**config.mk**
```make
export PLATFORM = sky130hd
export DESIGN_NAME = mbd_out_queue
export DESIGN_NICKNAME = d
export VERILOG_FILES = /design/src/hw/rtl/mbd_pkg.sv /design/src/hw/rtl/mbd_out_queue.sv
export SDC_FILE = /design/constraint.sdc
export NUM_CORES = 1
export LEC_CHECK = 0
export BUFFER_PORTS_ARGS = -buffer_cell sky130_fd_sc_hd__clkbuf_2
export CORE_UTILIZATION = 35
export DETAILED_ROUTE_END_ITERATION = 12
export GPL_ROUTABILITY_DRIVEN = 0
export HOLD_SLACK_MARGIN = 0.05
export PLACE_DENSITY_LB_ADDON = 0.3
export SLEW_MARGIN = 20
export SYNTH_ARGS = -nofsm -noshare
export SYNTH_HDL_FRONTEND = slang
export SYNTH_SLANG_ARGS = --single-unit
```
**constraint.sdc**
```tcl
create_clock -name clock -period 8.3 [get_ports clock]
set_input_delay 1.66 -clock clock [delete_from_list [all_inputs] [get_ports clock]]
set_output_delay 1.66 -clock clock [all_outputs]
set_load 0.05 [all_outputs]
```
**src/hw/rtl/mbd_pkg.sv**
```systemverilog
// Shared types, constants and the 2x2 box average for the mip pyramid core.
// Used by mbd_cell, mbd_out_queue and the top level; depends on nothing.
package mbd_pkg;

   // Field widths
   localparam int PIX_W     = 32;
   localparam int DIM_W     = 9;
   localparam int LEVEL_W   = 4;
   localparam int POS_W     = 7;
   localparam int CSR_IDX_W = 2;

   // Channel layout and rounding of the box average
   localparam int CHAN_W   = 8;
   localparam int NUM_CHAN = PIX_W / CHAN_W;
   localparam int SUM_W    = CHAN_W + 2;
   localparam logic [SUM_W-1:0] ROUND_BIAS = SUM_W'(2);

   // Largest dimension code a register can hold, and the size after reset
   localparam int DIM_MAX_CODE = (1 << DIM_W) - 1;
   localparam int DIM_RESET    = 256;

   // Register indexes
   localparam logic [CSR_IDX_W-1:0] CSR_TEX_WIDTH  = CSR_IDX_W'(0);
   localparam logic [CSR_IDX_W-1:0] CSR_TEX_HEIGHT = CSR_IDX_W'(1);

   // Word handed from one level cell to the next
   typedef struct packed {
      logic             valid;
      logic [PIX_W-1:0] pixel;
      logic [POS_W-1:0] col;
      logic [POS_W-1:0] row;
   } mbd_tok_type;

   // Result word as it leaves the core
   typedef struct packed {
      logic [PIX_W-1:0]   pixel;
      logic [LEVEL_W-1:0] level;
      logic [POS_W-1:0]   col;
      logic [POS_W-1:0]   row;
      logic               last;
   } mbd_rsp_type;

   // Per-channel rounded mean of four texels
   function automatic logic [PIX_W-1:0] box4(input logic [PIX_W-1:0] a,
                                             input logic [PIX_W-1:0] b,
                                             input logic [PIX_W-1:0] c,
                                             input logic [PIX_W-1:0] d);
      logic [SUM_W-1:0] sum;
      logic [PIX_W-1:0] res;
      res = '0;
      for (int ch = 0; ch < NUM_CHAN; ch++) begin
         sum = SUM_W'(a[ch*CHAN_W +: CHAN_W]) + SUM_W'(b[ch*CHAN_W +: CHAN_W]) +
               SUM_W'(c[ch*CHAN_W +: CHAN_W]) + SUM_W'(d[ch*CHAN_W +: CHAN_W]) +
               ROUND_BIAS;
         res[ch*CHAN_W +: CHAN_W] = sum[SUM_W-1:2];
      end
      return res;
   endfunction

endpackage

```
**src/hw/rtl/mbd_out_queue.sv**
```systemverilog
// Two-entry result queue that parts the level chain from the result port.
// Depends on mbd_pkg for the result word type.
module mbd_out_queue (
   input  logic                 clock,
   input  logic                 reset,
   input  logic                 push,
   input  mbd_pkg::mbd_rsp_type push_data,
   input  logic                 pop,
   output logic                 full,
   output logic                 out_valid,
   output mbd_pkg::mbd_rsp_type out_data
);
   import mbd_pkg::*;

   localparam int Depth = 2;
   localparam int PtrW  = $clog2(Depth);
   localparam int CntW  = $clog2(Depth + 1);

   mbd_rsp_type     ent_ff [Depth];
   logic [PtrW-1:0] wr_ptr_ff, rd_ptr_ff;
   logic [CntW-1:0] count_ff, count_in;

   // Track occupancy
   always_comb begin
      count_in = count_ff;
      if (push && !pop) begin
         count_in = count_ff + CntW'(1);
      end else if (pop && !push) begin
         count_in = count_ff - CntW'(1);
      end
   end

   always_ff @(posedge clock) begin
      if (reset) begin
         wr_ptr_ff <= '0;
         rd_ptr_ff <= '0;
         count_ff  <= '0;
      end else begin
         count_ff <= count_in;
         if (push) begin
            wr_ptr_ff <= wr_ptr_ff + PtrW'(1);
         end
         if (pop) begin
            rd_ptr_ff <= rd_ptr_ff + PtrW'(1);
         end
      end
   end

   // Store incoming words
   always_ff @(posedge clock) begin
      if (push) begin
         ent_ff[wr_ptr_ff] <= push_data;
      end
   end

   assign full      = (count_ff == CntW'(Depth));
   assign out_valid = (count_ff != '0);
   assign out_data  = ent_ff[rd_ptr_ff];

endmodule

```
Word level (Yosys, flattened, before mapping) --
Memories as Yosys holds them, arrays and structs flattened. A register that Yosys moved wholly into a read port is not among the register bits. Cells that the tools add are included. Widths: inputs -> output; s select.
Operators by class: mux-type cells 6, reduce and logical (&&, ||, !) cells 6, equal/unequal tests 1, add/sub/neg operators 4
Operators by type and width (number):
- $mux 1 | 4
- $mux 2 | 2
- $reduce_bool 2->1 | 2
- $add 1x1->1 const B | 2
- $add 2x1->2 const B | 1
- $eq 2x2->1 const B | 1
- $logic_and 1x1->1 | 2
- $logic_not 1->1 | 2
- $sub 2x1->2 const B | 1
Word-level totals: input port bits 55, bits in writable memories 102, output and inout bits 53, flip-flop bits (word level) 4, logic and storage cells 21, memories kept 1
Memories:
- ent_ff | words 2, width 51, read ports 1, clocked after memory_dff 1, wr ports 1, line mbd_out_queue.sv:19 | mbd_rsp_type ent_ff [Depth];

Depth between registers and ports, before layout --
depth in word-level cells 4, depth in mapped cells 5, depth with buffers taken out 5

Worst setup path before layout --
No wires, ideal clock.
path kind input-to-reg, start input port push, end memory ent_ff[0][0] in the netlist's numbering, enable pin, arrival time 3919 ps, buffers on the path 0, stages 1, setup time 466 ps, path slack 3915 ps, data required time 7834 ps, cells stage by stage nor2b_1
On the way: word-level cells in the longest chain between the ends 2
Ends and longest elaborated chain:
- from (decl) | line mbd_out_queue.sv:6 | input logic push,
- $mux 1 | line mbd_out_queue.sv:51 | if (push) begin
- $mux 1 (implied by the code) | line mbd_out_queue.sv:52 | ent_ff[wr_ptr_ff] <= push_data;
- to (decl) | line mbd_out_queue.sv:19
Every way passes these cells.

==> results.yml <==
grt:
  grt_usage_pct: 11.58
  gr-total-overflow: 0
  grt_pass1_wl_mm: 9.825
  grt_pass1_vias: 2050
  grt_max_degree: 52
  antenna_found_initial: 0
status:
  status: "complete, no violations"
clock_network:
  clk_root_buffer_cell: "clkbuf_8"
  cts_tree: "yes"
  h-tree-depth: 3
  numCtsBuffers: 9
  cts_setup_buffers: 0
  cts_buffer_depth: 2
  cts_hold_buf: 0
  clkTransAtPathRegs_ns: 0.09
  clock_latency_ns: 0.35
  cts_resized: 0
  clock_sinks: 107
detailed_routing:
  drt-pass1-iter-count: 4
  drt-initial-drc-count: 51
  wl_mm: 6.463
  wire_per_inst_um: 14.66
  vias: 1977
  vias_per_cell: 4.483
  ant_nets: 0
  drc: 0
floorplanning:
  die_w_um: 107.4
  core_area_sq_um: 10840
  num_rows: 38
  pin_count: 108
  dieArea_sq_um: 11530
  die_height_um: 107.4
  start_util_pct: 35.86
logic_synthesis:
  yosys.area_share.xor_xnor_pct: 0.9012
  synth_mux_area_share_pct: 14.77
  synth.area.top_cells: "edfxtp_1, mux2_2, dfxtp_1"
  synth_compound_area_share_pct: 0.2575
  synth_top_family_by_area: "multiplexers"
  yosysUniqueCellTypes: 17
  synth_top_area_share_pct: 78.79
  syn-num-nets: 237
  synth.largest_area_cell: "edfxtp_1"
  yosys.area_share.simple_pct: 1.255
  synthAdderAreaFrac_pct: 0.3219
  yosys_warnings: 0
  post_synth.cell_area_avg_sq_um: 21.48
  synthCells: 181
  ys_seq_area_share_pct: 81.36
  synth_area_sq_um: 3887
  ys_ff_latch: 107
layout:
  drive_gt1_share_pct: 59.80
  fin_nets: 352
  num-fill-cells: 1002
  diodes: 0
  area_growth_pct: 23.46
power:
  peakVddDrop_v: 0.00008972
  power_mw: 1.186
  leakagePower_nw: 1.814
  p_per_area_nw_per_um2: 247.1
setup_path:
  cp_max_fo: 49
  crit_arrival_ns: 1.93
  critPathCaptureType: "output port"
  start_kind: "register"
  critPathRequiredTime_ns: 6.64
  critPathKind: "register to output port"
sta:
  tightest_slew_ns: 0.7150
  rsz0062_at_grt: "false"
  skew_ns: 0.005113
  hold_viol_final: 0
  max_slew_margin_pct: 52.33
  period_share_pct: 43.28
  maxSlewViolCount: 0
  setup_viol: 0
  max_freq_mhz: 278.4
  setup-tns-final_ns: 0
  finalCriticalPeriod_ns: 3.592
run:
  maxCapViolCount: 0
place:
  dp_hpwl_mm: 3.839
  portBuffers: 107
hold_path:
  min-delay-path-class: "register to register"
==> final timing paths <==
check        slack, ns  depth (start not counted)                       end                     start
min reg2reg       0.50                          2  count_ff[1]$_SDFFE_PP0P_  count_ff[1]$_SDFFE_PP0P_
min               0.50                          2  count_ff[1]$_SDFFE_PP0P_  count_ff[1]$_SDFFE_PP0P_
max reg2reg       6.76                          2   ent_ff[1][44]$_DFFE_PP_    wr_ptr_ff$_SDFFE_PP0P_
max               4.71                          3              out_data[43]                  register
==> where the power goes <==
group | internal (mW) | switching [mW]
combinational | 0.0607 | 0.157
sequential | 0.628 | 0.00848
clock | 0.169 | 0.162
total | 0.858 | 0.327
==> layer usage <==
layer / vias up / share of wire, % / track usage, %
li1: 930 / - / -
met2: 68 / 49 / 18.94
met5: - / 0 / 0
met4: 0 / 2.1 / 7.339
met3: 12 / 5.4 / 3.148
met1: 967 / 43 / 13.46
==> stage by stage <==
step / setup slack (ns) / instances / utilization [%] / area [sq um] / hold slack [ns]
2_1_floorplan: 3.915 / 181 / - / 3887 / 0.4564
3_3_place_gp: 5.047 / 425 / 42.35 / 4591 / 0.4747
3_5_place_dp: 5.027 / 425 / 42.35 / 4591 / 0.4855
4_1_cts: 4.611 / 441 / 44.28 / 4800 / 0.5004
5_1_grt: 4.559 / 441 / 44.28 / 4800 / 0.5355
6_report: 4.708 / 441 / 44.28 / 4800 / 0.4989
==> cells in the final DEF, fill, tap and decap left out, drive strengths merged, types with 2 or more instances in the layout <==
cell	instances
buf	3
bufinv	2
clkbuf	118
clkinv	2
dfxtp	5
edfxtp	102
mux2	51
nor2	4
xnor2	2
xor2	2
==> state kept, by name, indices dropped and copies added (netlist names), named ones only <==
name / flops
count_ff: 2
ent_ff: 102
rd_ptr_ff: 1
wr_ptr_ff: 1
==> critical path: stages (launching register included) <==
cell and delay (ns):
dfxtp_2 0.36, buf_4 0.55, mux2_2 0.42, clkbuf_2 0.24
==> layout make-up <==
type / count / area, sq um / share of cell area, %
clock inverters: 5 / 77.57 / 1.616
repair buffers: 110 / 558.0 / 11.63
well taps: 140 / 175.2 / 3.650
inverters: 1 / 3.754 / 0.07821
clock buffers: 11 / 131.4 / 2.737
flip-flops and latches: 107 / 3164 / 65.93
multi-input cells: 67 / 689.4 / 14.36
==> logic make-up after synthesis <==
kind of cell / Yosys count
flip-flops: 107
multiplexers: 51
AND/OR/NAND/NOR: 9
buffers and inverters: 7
XOR/XNOR: 4
AO/OA/AOI/OAI: 2
adder cells (fa/ha/maj): 1
==> synth_stat cells <==
cell type,count
a21oi_1,1
and2_1,1
and2b_2,1
buf_2,2
buf_4,4
dfxtp_1,5
edfxtp_1,102
ha_1,1
inv_1,1
mux2_2,51
nor2_1,4
nor2b_1,1
o21ai_0,1
or2_2,1
or3_1,1
xnor2_1,2
xor2_1,2
No activity file was read; power rests on OpenSTA's default activity.
